--- src/sv/fcal_pkg.sv ---
// Shared types and constants for the FLAC cover-art locator.
// Used by the parser, the result buffer, the top level and the checker.
package fcal_pkg;

   localparam int DEFAULT_POSITION_BITS = 32;

   localparam logic [31:0] FLAC_MAGIC   = 32'h664C_6143;
   localparam logic [6:0]  TYPE_PICTURE = 7'd6;
   localparam logic [31:0] PIC_FRONT    = 32'd3;
   localparam logic [31:0] DIMS_BYTES   = 32'd16;
   localparam logic [2:0]  FIELD_BYTES  = 3'd4;
   localparam int          RSP_DATA_BITS = 72;

   typedef enum logic [3:0] {
      PH_MAGIC,
      PH_HEADER,
      PH_SKIPBLOCK,
      PH_PTYPE,
      PH_MIMELEN,
      PH_MIMESKIP,
      PH_DESCLEN,
      PH_DESCSKIP,
      PH_DIMS,
      PH_DATALEN,
      PH_TAIL,
      PH_DONE
   } phase_type;

   typedef enum logic [2:0] {
      OUT_FRONT    = 3'd0,
      OUT_FALLBACK = 3'd1,
      OUT_NONE     = 3'd2,
      OUT_NOT_FLAC = 3'd3,
      OUT_SHORT    = 3'd4
   } outcome_type;

   typedef struct packed {
      logic [31:0] cover_size;
      logic [31:0] cover_offset;
      outcome_type outcome;
   } rsp_type;

   typedef struct packed {
      logic    valid;
      rsp_type rsp;
   } rsp_push_type;

endpackage

--- src/sv/flac_cover_art_locator.sv ---
// Top level of the FLAC cover-art locator.
// Depends on fcal_pkg, fcal_parser and fcal_rsp_fifo.
//
// Usage: the file streams in one byte per req transfer. req_tuser marks the
// first byte of a file and restarts the parse; req_tlast marks the last byte.
// At most one result per file leaves on the rsp channel: an outcome code with
// the offset and length of the picture data (zero when there is no picture).
// A front cover is reported on the transfer that completes its data length;
// otherwise the result follows a bad magic word, the end of the metadata, the
// end of the file, or a picture block that overruns its length. Bytes after a
// result are dropped until the next start mark.
// Throughput is one byte per cycle. A result pushed into an empty buffer is on
// rsp the cycle after its byte. Results wait in a two-entry buffer, so the
// block keeps taking bytes while one result is stalled; req_tready falls only
// when both entries are occupied and stays low until the receiver takes one.
// Synchronous reset puts the parser in front of a new file (as if a start mark
// had been seen) and empties the buffer; req_tready is high right after it.
module flac_cover_art_locator
   import fcal_pkg::*;
#(
   parameter int POSITION_BITS = DEFAULT_POSITION_BITS
) (
   input  logic                     clock,
   input  logic                     reset,
   input  logic                     req_tvalid,
   output logic                     req_tready,
   input  logic [7:0]               req_tdata,  // [7:0] data_byte
   input  logic                     req_tuser,  // [0] start_of_file
   input  logic                     req_tlast,  // end_of_file
   output logic                     rsp_tvalid,
   input  logic                     rsp_tready,
   output logic [RSP_DATA_BITS-1:0] rsp_tdata   // [2:0] outcome, [34:3] cover_offset,
                                                // [66:35] cover_size, [71:67] zero
);

   rsp_push_type push;
   rsp_type      rsp;
   logic         space;
   logic         accept;

   assign req_tready = space;
   assign accept     = req_tvalid && space;

   fcal_parser #(
      .POSITION_BITS(POSITION_BITS)
   ) u_parser (
      .clock         (clock),
      .reset         (reset),
      .accept        (accept),
      .data_byte     (req_tdata),
      .start_of_file (req_tuser),
      .end_of_file   (req_tlast),
      .push          (push)
   );

   fcal_rsp_fifo u_rsp_fifo (
      .clock      (clock),
      .reset      (reset),
      .push       (push),
      .space      (space),
      .rsp_tvalid (rsp_tvalid),
      .rsp_tready (rsp_tready),
      .rsp        (rsp)
   );

   assign rsp_tdata = {5'd0, rsp.cover_size, rsp.cover_offset, rsp.outcome};

endmodule

--- src/sv/fcal_parser.sv ---
// Byte-wise FLAC metadata walker: magic check, block headers, PICTURE fields.
// Depends on fcal_pkg; produces at most one result per file into the buffer.
module fcal_parser
   import fcal_pkg::*;
#(
   parameter int POSITION_BITS = DEFAULT_POSITION_BITS
) (
   input  logic         clock,
   input  logic         reset,
   input  logic         accept,
   input  logic [7:0]   data_byte,
   input  logic         start_of_file,
   input  logic         end_of_file,
   output rsp_push_type push
);

   phase_type                phase_ff,    phase_in;
   logic [2:0]               cnt_ff,      cnt_in;
   logic [31:0]              shift_ff,    shift_in;
   logic [31:0]              skip_ff,     skip_in;
   logic [23:0]              len_ff,      len_in;
   logic [31:0]              consumed_ff, consumed_in;
   logic                     last_ff,     last_in;
   logic                     front_ff,    front_in;
   logic [POSITION_BITS-1:0] pos_ff,      pos_in;
   logic                     fbv_ff,      fbv_in;
   logic [31:0]              fbo_ff,      fbo_in;
   logic [31:0]              fbs_ff,      fbs_in;
   logic                     sent_ff,     sent_in;

   always_comb begin : step
      logic [31:0] take_shift;
      logic [2:0]  take_cnt;
      logic        take_done;
      logic [31:0] skip_dec;
      logic        skip_zero;
      logic [31:0] len_ext;
      logic        do_finish;
      logic        do_emit;
      outcome_type emit_code;
      logic [31:0] emit_off;
      logic [31:0] emit_size;
      logic [31:0] cur_off;

      phase_in    = phase_ff;
      cnt_in      = cnt_ff;
      shift_in    = shift_ff;
      skip_in     = skip_ff;
      len_in      = len_ff;
      consumed_in = consumed_ff;
      last_in     = last_ff;
      front_in    = front_ff;
      pos_in      = pos_ff;
      fbv_in      = fbv_ff;
      fbo_in      = fbo_ff;
      fbs_in      = fbs_ff;
      sent_in     = sent_ff;
      take_shift  = '0;
      take_cnt    = '0;
      take_done   = 1'b0;
      skip_dec    = '0;
      skip_zero   = 1'b0;
      len_ext     = '0;
      do_finish   = 1'b0;
      do_emit     = 1'b0;
      emit_code   = OUT_NONE;
      emit_off    = '0;
      emit_size   = '0;
      cur_off     = '0;

      if (accept) begin
         if (start_of_file) begin
            phase_in    = PH_MAGIC;
            cnt_in      = '0;
            shift_in    = '0;
            skip_in     = '0;
            len_in      = '0;
            consumed_in = '0;
            last_in     = 1'b0;
            front_in    = 1'b0;
            pos_in      = '0;
            fbv_in      = 1'b0;
            fbo_in      = '0;
            fbs_in      = '0;
            sent_in     = 1'b0;
         end

         if (phase_in != PH_DONE) begin
            pos_in = pos_in + 1'b1;
            if (phase_in >= PH_PTYPE && phase_in <= PH_DATALEN && consumed_in != '1) begin
               consumed_in = consumed_in + 32'd1;
            end

            // Shared field shifter: four bytes make one big-endian word.
            take_shift = {shift_in[23:0], data_byte};
            take_cnt   = cnt_in + 3'd1;
            take_done  = (take_cnt >= FIELD_BYTES);
            skip_dec   = (skip_in != '0) ? skip_in - 32'd1 : skip_in;
            skip_zero  = (skip_dec == '0);
            len_ext    = {8'd0, len_in};
            cur_off    = 32'(pos_in);

            unique case (phase_in) inside
               PH_MAGIC, PH_HEADER, PH_PTYPE, PH_MIMELEN, PH_DESCLEN, PH_DATALEN: begin
                  shift_in = take_shift;
                  cnt_in   = take_done ? 3'd0 : take_cnt;
               end
               default: begin
               end
            endcase

            unique case (phase_in) inside
               PH_MAGIC: begin
                  if (take_done) begin
                     if (take_shift == FLAC_MAGIC) begin
                        phase_in = PH_HEADER;
                     end else begin
                        do_emit   = 1'b1;
                        emit_code = OUT_NOT_FLAC;
                     end
                  end
               end
               PH_HEADER: begin
                  if (take_done) begin
                     last_in = take_shift[31];
                     len_in  = take_shift[23:0];
                     if (take_shift[30:24] != TYPE_PICTURE) begin
                        if (take_shift[23:0] != '0) begin
                           skip_in  = {8'd0, take_shift[23:0]};
                           phase_in = PH_SKIPBLOCK;
                        end else if (take_shift[31]) begin
                           do_finish = 1'b1;
                        end else begin
                           phase_in = PH_HEADER;
                        end
                     end else begin
                        consumed_in = '0;
                        phase_in    = PH_PTYPE;
                     end
                  end
               end
               PH_SKIPBLOCK, PH_TAIL: begin
                  skip_in = skip_dec;
                  if (skip_zero) begin
                     if (last_in) begin
                        do_finish = 1'b1;
                     end else begin
                        phase_in = PH_HEADER;
                     end
                  end
               end
               PH_PTYPE: begin
                  if (take_done) begin
                     front_in = (take_shift == PIC_FRONT);
                     phase_in = PH_MIMELEN;
                  end
               end
               PH_MIMELEN: begin
                  if (take_done) begin
                     skip_in  = take_shift;
                     phase_in = (take_shift != '0) ? PH_MIMESKIP : PH_DESCLEN;
                  end
               end
               PH_MIMESKIP: begin
                  skip_in = skip_dec;
                  if (skip_zero) begin
                     phase_in = PH_DESCLEN;
                  end
               end
               PH_DESCLEN: begin
                  if (take_done) begin
                     if (take_shift != '0) begin
                        skip_in  = take_shift;
                        phase_in = PH_DESCSKIP;
                     end else begin
                        skip_in  = DIMS_BYTES;
                        phase_in = PH_DIMS;
                     end
                  end
               end
               PH_DESCSKIP: begin
                  skip_in = skip_dec;
                  if (skip_zero) begin
                     skip_in  = DIMS_BYTES;
                     phase_in = PH_DIMS;
                  end
               end
               PH_DIMS: begin
                  skip_in = skip_dec;
                  if (skip_zero) begin
                     phase_in = PH_DATALEN;
                  end
               end
               PH_DATALEN: begin
                  if (take_done) begin
                     if (take_shift != '0 && front_in) begin
                        do_emit   = 1'b1;
                        emit_code = OUT_FRONT;
                        emit_off  = cur_off;
                        emit_size = take_shift;
                     end else begin
                        if (take_shift != '0 && !fbv_in) begin
                           fbv_in = 1'b1;
                           fbo_in = cur_off;
                           fbs_in = take_shift;
                        end
                        // A picture whose fields run past the block length ends the search.
                        if (consumed_in > len_ext) begin
                           do_finish = 1'b1;
                        end else if (consumed_in != len_ext) begin
                           skip_in  = len_ext - consumed_in;
                           phase_in = PH_TAIL;
                        end else if (last_in) begin
                           do_finish = 1'b1;
                        end else begin
                           phase_in = PH_HEADER;
                        end
                     end
                  end
               end
               default: begin
               end
            endcase
         end

         if (!do_emit && !do_finish && end_of_file && !sent_in) begin
            if (phase_in == PH_MAGIC) begin
               do_emit   = 1'b1;
               emit_code = OUT_SHORT;
            end else begin
               do_finish = 1'b1;
            end
         end

         if (do_finish) begin
            do_emit = 1'b1;
            if (fbv_in) begin
               emit_code = OUT_FALLBACK;
               emit_off  = fbo_in;
               emit_size = fbs_in;
            end else begin
               emit_code = OUT_NONE;
            end
         end

         if (do_emit) begin
            sent_in  = 1'b1;
            phase_in = PH_DONE;
         end
      end

      push.valid            = do_emit;
      push.rsp.outcome      = emit_code;
      push.rsp.cover_offset = emit_off;
      push.rsp.cover_size   = emit_size;
   end

   always_ff @(posedge clock) begin
      if (reset) begin
         phase_ff    <= PH_MAGIC;
         cnt_ff      <= '0;
         shift_ff    <= '0;
         skip_ff     <= '0;
         len_ff      <= '0;
         consumed_ff <= '0;
         last_ff     <= 1'b0;
         front_ff    <= 1'b0;
         pos_ff      <= '0;
         fbv_ff      <= 1'b0;
         fbo_ff      <= '0;
         fbs_ff      <= '0;
         sent_ff     <= 1'b0;
      end else begin
         phase_ff    <= phase_in;
         cnt_ff      <= cnt_in;
         shift_ff    <= shift_in;
         skip_ff     <= skip_in;
         len_ff      <= len_in;
         consumed_ff <= consumed_in;
         last_ff     <= last_in;
         front_ff    <= front_in;
         pos_ff      <= pos_in;
         fbv_ff      <= fbv_in;
         fbo_ff      <= fbo_in;
         fbs_ff      <= fbs_in;
         sent_ff     <= sent_in;
      end
   end

endmodule

--- src/sv/fcal_rsp_fifo.sv ---
// Two-entry result buffer between the parser and the result channel.
// Depends on fcal_pkg for the result record.
module fcal_rsp_fifo
   import fcal_pkg::*;
(
   input  logic         clock,
   input  logic         reset,
   input  rsp_push_type push,
   output logic         space,
   output logic         rsp_tvalid,
   input  logic         rsp_tready,
   output rsp_type      rsp
);

   rsp_type    mem_ff [2];
   logic       wr_ptr_ff, wr_ptr_in;
   logic       rd_ptr_ff, rd_ptr_in;
   logic [1:0] count_ff,  count_in;
   logic       pop;

   assign rsp_tvalid = (count_ff != 2'd0);
   assign space      = (count_ff != 2'd2);
   assign pop        = rsp_tvalid && rsp_tready;
   assign rsp        = mem_ff[rd_ptr_ff];

   always_comb begin
      wr_ptr_in = wr_ptr_ff ^ push.valid;
      rd_ptr_in = rd_ptr_ff ^ pop;
      count_in  = count_ff + {1'b0, push.valid} - {1'b0, pop};
   end

   always_ff @(posedge clock) begin
      if (push.valid) begin
         mem_ff[wr_ptr_ff] <= push.rsp;
      end
   end

   always_ff @(posedge clock) begin
      if (reset) begin
         wr_ptr_ff <= 1'b0;
         rd_ptr_ff <= 1'b0;
         count_ff  <= '0;
      end else begin
         wr_ptr_ff <= wr_ptr_in;
         rd_ptr_ff <= rd_ptr_in;
         count_ff  <= count_in;
      end
   end

endmodule

--- config.mk ---
export PLATFORM = sky130hd
export DESIGN_NAME = flac_cover_art_locator
export DESIGN_NICKNAME = d
export VERILOG_FILES = /design/src/sv/fcal_pkg.sv /design/src/sv/flac_cover_art_locator.sv /design/src/sv/fcal_parser.sv /design/src/sv/fcal_rsp_fifo.sv
export SDC_FILE = /design/constraint.sdc
export NUM_CORES = 1
export LEC_CHECK = 0
export ABC_AREA = 1
export BUFFER_PORTS_ARGS = -buffer_cell sky130_fd_sc_hd__buf_2
export CAP_MARGIN = 20
export CELL_PAD_IN_SITES_DETAIL_PLACEMENT = 1
export CELL_PAD_IN_SITES_GLOBAL_PLACEMENT = 1
export CORE_MARGIN = 2
export CORE_UTILIZATION = 47
export CTS_BUF_LIST = sky130_fd_sc_hd__clkbuf_8
export DETAILED_ROUTE_END_ITERATION = 7
export GPL_ROUTABILITY_DRIVEN = 0
export PLACE_DENSITY = 0.84
export SETUP_SLACK_MARGIN = 0.1
export SKIP_LAST_GASP = 1
export SLEW_MARGIN = 10
export SYNTH_ARGS = -nofsm -noshare
export SYNTH_HDL_FRONTEND = slang
export SYNTH_HIERARCHICAL = 1
export SYNTH_SLANG_ARGS = --single-unit
--- constraint.sdc ---
create_clock -name clock -period 9.65 [get_ports clock]
set_input_delay 1.93 -clock clock [delete_from_list [all_inputs] [get_ports clock]]
set_output_delay 1.93 -clock clock [all_outputs]
set_load 0.02 [all_outputs]
[After elaboration in Yosys (flattened, before gate mapping)]
Memory sizes are Yosys's and may differ from the RTL's. A register that Yosys moved wholly into a read port is not among the register bits.
Index checks and enable logic that the tools add are counted.
Word-level totals
  flip-flop bits (word level): 231
  memory bits (writable): 134
  input bits: 14
  output and inout port bits: 74
  word-level logic and storage cells: 227
  memories: 1
Memory list
  u_rsp_fifo.mem_ff: depth 2, bits a word 67, read ports 1, clocked after Yosys merged registers in 1, write ports 1, RTL line fcal_rsp_fifo.sv:15  | rsp_type mem_ff [2];
Operators by class
  add/sub/neg operators: 7
  magnitude comparators: 4
  eq/ne operators: 17
  muxes and demuxes: 157
  bitwise gates (word level): 2
  reductions and logical operators: 23
Operators by type and width (number)
  2-to-1 mux 32 bit: 57
  case mux 32 bit (6 select lines): 1
  2-to-1 mux 24 bit: 5
  2-to-1 mux 4 bit: 24
  adder 32 x 1 -> 32 bit, second input constant: 2
  nonzero test 32 bit: 2
  2-to-1 mux 1 bit: 51
  case mux 4 bit (10 select lines): 1
  2-to-1 mux 3 bit: 12
  == test 32 x 2 -> 1 bit, second input constant: 1
  == test 32 x 31 -> 1 bit, second input constant: 1
  > comparator 32 x 24 -> 1 bit: 1
  zero test 32 bit: 1
  inequality test 32 x 24 -> 1 bit: 1
  inequality test 32 bit, second input constant: 1
  subtractor 24 x 32 -> 32 bit: 1
  subtractor 32 x 1 -> 32 bit, second input constant: 1
  nonzero test 24 bit: 1
  == test 4 x 3 -> 1 bit, second input constant: 4
  == test 4 bit, second input constant: 3
  logical AND 1 bit: 9
  == test 4 x 2 -> 1 bit, second input constant: 2
  zero test 4 bit: 2
  inequality test 7 x 3 -> 1 bit, second input constant: 1
  other kinds (19): 25

[Longest topological paths before layout]
  word-level depth: 28
  gate-level depth with buffers: 42
  depth with buffers taken out: 39

[Hierarchy]
The synthesis kept the hierarchy.
Modules (own cells, without submodules)
  fcal_parser: instances 1, cells an instance 3239, area each 18921.9 µm², seq. area each 4384.2 µm²
  fcal_rsp_fifo: instances 1, cells an instance 242, area each 5094.9 µm², seq. area each 4103.9 µm²
  flac_cover_art_locator: instances 1, cells an instance 8, area each 48.8 µm², seq. area each 0.0 µm²

[Least setup slack after synthesis]
Ideal clock, no wire load.
  kind: input-to-reg
  start: input req_tuser
  end: memory u_rsp_fifo/mem_ff[0][0] in the netlist's numbering, enable pin
  setup time: 0.433 ns
  arrival time: 7.549 ns
  required time: 9.217 ns
  path slack: 1.668 ns
  stages: 35
  path buffers: 4
  path through: buf_6 inv_8 buf_6 nand2_1 inv_1 ha_1 nand3_1 nor2_1 nand2_1 nor2_1 nand2_1 nand2_2 buf_4 nor3_1 nand2_1 nor4_1 nand3_1 xnor2_1 inv_1 ha_1 nand2_1 inv_1 a21oi_1 nor3_1 o211ai_1 nand2_2 nand2_1 nand2_1 nand2_1 nand2_2 nand4_1 nand2_1 inv_1 buf_4 ha_1
On the way
  cells in the longest elaborated chain, start to end: 27
  elaborated cells between the ends (all ways): 113
  classes of those cells: add/sub (3); order compare (4); eq/ne (15); mux (75); reduce/logical (16)
RTL lines
  start: declaration: RTL line flac_cover_art_locator.sv:28  | input logic req_tuser,
  branches (longest 22 deep; another with adder 32 x 1 -> 32 bit)
  2-to-1 mux 1 bit *: RTL line fcal_parser.sv:235  | if (do_finish) begin
  2-to-1 mux 1 bit * (2 in a row): RTL line fcal_parser.sv:71  | if (accept) begin
  named net u_parser.step.do_emit: RTL line fcal_parser.sv:39  | logic do_emit;
  2-to-1 mux 1 bit *: RTL line fcal_rsp_fifo.sv:33  | if (push.valid) begin
  2-to-1 mux 1 bit (not written as such) *: RTL line fcal_rsp_fifo.sv:34  | mem_ff[wr_ptr_ff] <= push.rsp;
  end: declaration: RTL line fcal_rsp_fifo.sv:15
Mark *: on every way through the listed nets, which the timed path passes. The select of a mux whose other input is x is not followed.

==> impl_metrics.ini <==
[run_status]
status = finished, final reports clean

[route]
viasPerCell = 6.098
drt.antenna.violating_nets = 0
wl_per_cell_um = 22.02
initialDrtViolationCount = 2349
firstDrtPassIters = 6
vias = 25540
drc = 0
wirelength_um = 92200

[cells_and_area]
final_common_cell = nand2_1
layout-drive-gt1-share_pct = 10.58
utilization_pct = 51.57
regArea_sq_um = 8492
n_fill_cell = 6673
multi_input_area_sq_um = 13210
area_growth_pct = 7.955
stdcell_area_sq_um = 25980
final_cell_mix = 729 x nand2_1, 444 x nor2_1, 369 x inv_1, 357 x a21oi_1, 237 x o21ai_0
nNetsFinal = 3512

[worst_setup_path]
path_common_cell = nand2_1
crit_path_end_kind = flop
critical_path_class = input port to flop
worstPathArrival_ns = 8.36
crit_fanout = 33
max_stage_delay_ns = 0.54
crit_required_ns = 9.97
slowest_stage = ha_4
startpoint_type = input port

[global_routing]
grt_max_degree = 185
grt_pass1_wl_um = 143700
antenna_found_initial = 0
grt_pass1_vias = 26130
track_usage_pct = 34.15
overflow = 0

[clocking]
holdBufCountCts = 0
clkSinkCount = 357
clock_latency_ns = 0.67
htreeDepth = 3
ctsLongestPathBuffers = 3
path_clk_slew_ns = 0.06
root_buffer = clkbuf_8
ctsResizeCount = 0
numCtsBuffers = 66
post-cts-setup-buffers = 0
cts_tree = yes

[synth]
synth-edff-count = 134
synth_area_leaders = dfxtp_1 19%, edfxtp_1 17%, nand2_1 11%
synth_seq_cells = 357
ys_seq_area_share_pct = 35.27
yosysTopAreaCell = dfxtp_1
yosysTopAreaCellShare_pct = 18.55
yosysWarningCount = 6
synthFlopType = dfxtp_1
synth_area_per_cell_sq_um = 6.898
synthCells = 3489
synthesis.area_sq_um = 24070
synthDistinctLibCells = 62
synthArstFlopShare_pct = 0

[placement]
dp_slack_ns = 1.130
hpwl_um = 63820
post_dp_cell_area_sq_um = 24690
io_buffers = 82

[job]
drv_cap = 0

[timing]
period_share_pct = 83.31
skew_ns = 0.04003
setup_slack_ns = 1.610
finalSetupViolCount = 0
period_needed_ns = 8.040
rsz0062_at_grt = no
finalHoldViolations = 0
max_clock_freq_ghz = 0.1244
fin_setup_tns_ns = 0
tightestPinTransition_ns = 1.126
slew_violations = 0
slew-limit-headroom_pct = 24.91

[pwr]
leakagePower_uw = 0.01040
p_per_area_nw_per_um2 = 214.4
ir_drop_uv = 126.8

[floorplanning]
start_util_pct = 47.77
core-area_sq_um = 50380
pin_count = 88
die_w_um = 230.3
rows = 82
fp.dieArea_sq_um = 53030
die_h_um = 230.3

[worst_hold_path]
hp-class = flop to flop
-- stage by stage --
step                hold WS [ns]  power, uW  std cells
global route              0.4756       5870       4187
global placement          0.4472       3998       4067
floorplan                 0.4386       3446       3493
detailed placement        0.4558       4094       4070
CTS                       0.4652       5546       4186
finish                    0.4630       5569       4188
-- area by class of cell --
cell class,instances,share of cell area (%)
Inverter,372,5.442
Clock buffer,76,4.026
Sequential cell,357,32.69
Tap cell,672,3.236
Antenna cell,1,0.009632
Clock inverter,40,0.8091
Timing Repair Buffer,119,2.952
Multi-Input combinational cell,2551,50.84
-- cells by family after synthesis --
kind of cell | synth area share [%]
multiplexers | 3.260
XOR/XNOR | 3.598
AND/OR/NAND/NOR | 26.66
flip-flops | 35.27
AO/OA/AOI/OAI | 19.52
buffers and inverters | 10.07
other | 0.01558
adder cells (fa/ha/maj) | 1.612
-- sequential cells by signal (all words and copies together), names as in the netlist --
register	flops
u_parser/cnt_ff	3
u_parser/consumed_ff	32
u_parser/fbo_ff	32
u_parser/fbs_ff	32
u_parser/fbv_ff	1
u_parser/front_ff	1
u_parser/last_ff	1
u_parser/len_ff	24
u_parser/phase_ff	4
u_parser/pos_ff	32
u_parser/sent_ff	1
u_parser/shift_ff	24
u_parser/skip_ff	32
u_rsp_fifo/count_ff	2
u_rsp_fifo/mem_ff	134
u_rsp_fifo/rd_ptr_ff	1
u_rsp_fifo/wr_ptr_ff	1
-- worst max-delay path, delay by kind of cell --
| kind | cells | cell delay, ns |
|---|---|---|
| and+or+nand+nor | 20 | 3.23 |
| buffers and inverters | 6 | 1.32 |
| adders and majority gates | 3 | 1.16 |
| AOI/OAI and AO/OA | 2 | 0.42 |
| xor gates and xnor gates | 1 | 0.25 |
-- cells in the mapped netlist (4+ instances only) --
| cell | instances |
|---|---|
| a211oi_1 | 10 |
| a21oi_1 | 357 |
| a221oi_1 | 4 |
| a311oi_1 | 17 |
| a31oi_1 | 21 |
| buf_1 | 21 |
| buf_2 | 16 |
| buf_4 | 13 |
| buf_6 | 17 |
| clkbuf_1 | 144 |
| dfxtp_1 | 223 |
| edfxtp_1 | 134 |
| ha_1 | 31 |
| inv_1 | 352 |
| inv_2 | 16 |
| mux2_2 | 59 |
| mux2_4 | 8 |
| nand2_1 | 731 |
| nand2_2 | 23 |
| nand2_4 | 6 |
| nand3_1 | 170 |
| nand3b_1 | 6 |
| nand4_1 | 44 |
| nor2_1 | 447 |
| nor2_2 | 14 |
| nor2_4 | 6 |
| nor3_1 | 31 |
| nor3_2 | 4 |
| nor4_1 | 17 |
| o2111ai_1 | 6 |
| o211ai_1 | 32 |
| o21a_1 | 4 |
| o21ai_0 | 237 |
| o21ai_1 | 36 |
| o221ai_1 | 30 |
| o22ai_1 | 47 |
| o311ai_0 | 14 |
| o31ai_1 | 9 |
| or2_2 | 5 |
| xnor2_1 | 19 |
| xor2_1 | 78 |
-- layer usage --
metal	share of wire [%]	up-vias	GRT usage, %
li1	-	11650	-
met1	40	12480	41.64
met4	6.2	0	20.75
met5	0	-	0
met2	46	1073	56.18
met3	7.1	337	6.089
-- path summary, 6_finish.rpt --
path                                         startpoint                       end  slack (ns)  depth (start not counted)
worst max-delay path                          req_tuser  u_rsp_fifo/mem_ff[0][35]        1.61                         32
worst min-delay path                u_parser/skip_ff[6]       u_parser/skip_ff[6]        0.46                          2
worst max register to register  u_parser/consumed_ff[1]  u_rsp_fifo/mem_ff[0][35]        3.18                         31
worst min register to register      u_parser/skip_ff[6]       u_parser/skip_ff[6]        0.46                          2
-- report_power, final --
group | total [uW] | switching [uW] | internal [uW]
registers | 1800 | 81.5 | 1710
logic | 2340 | 1660 | 672
clock network | 1440 | 690 | 747
Note: power is estimated with default switching activity, not from simulation.
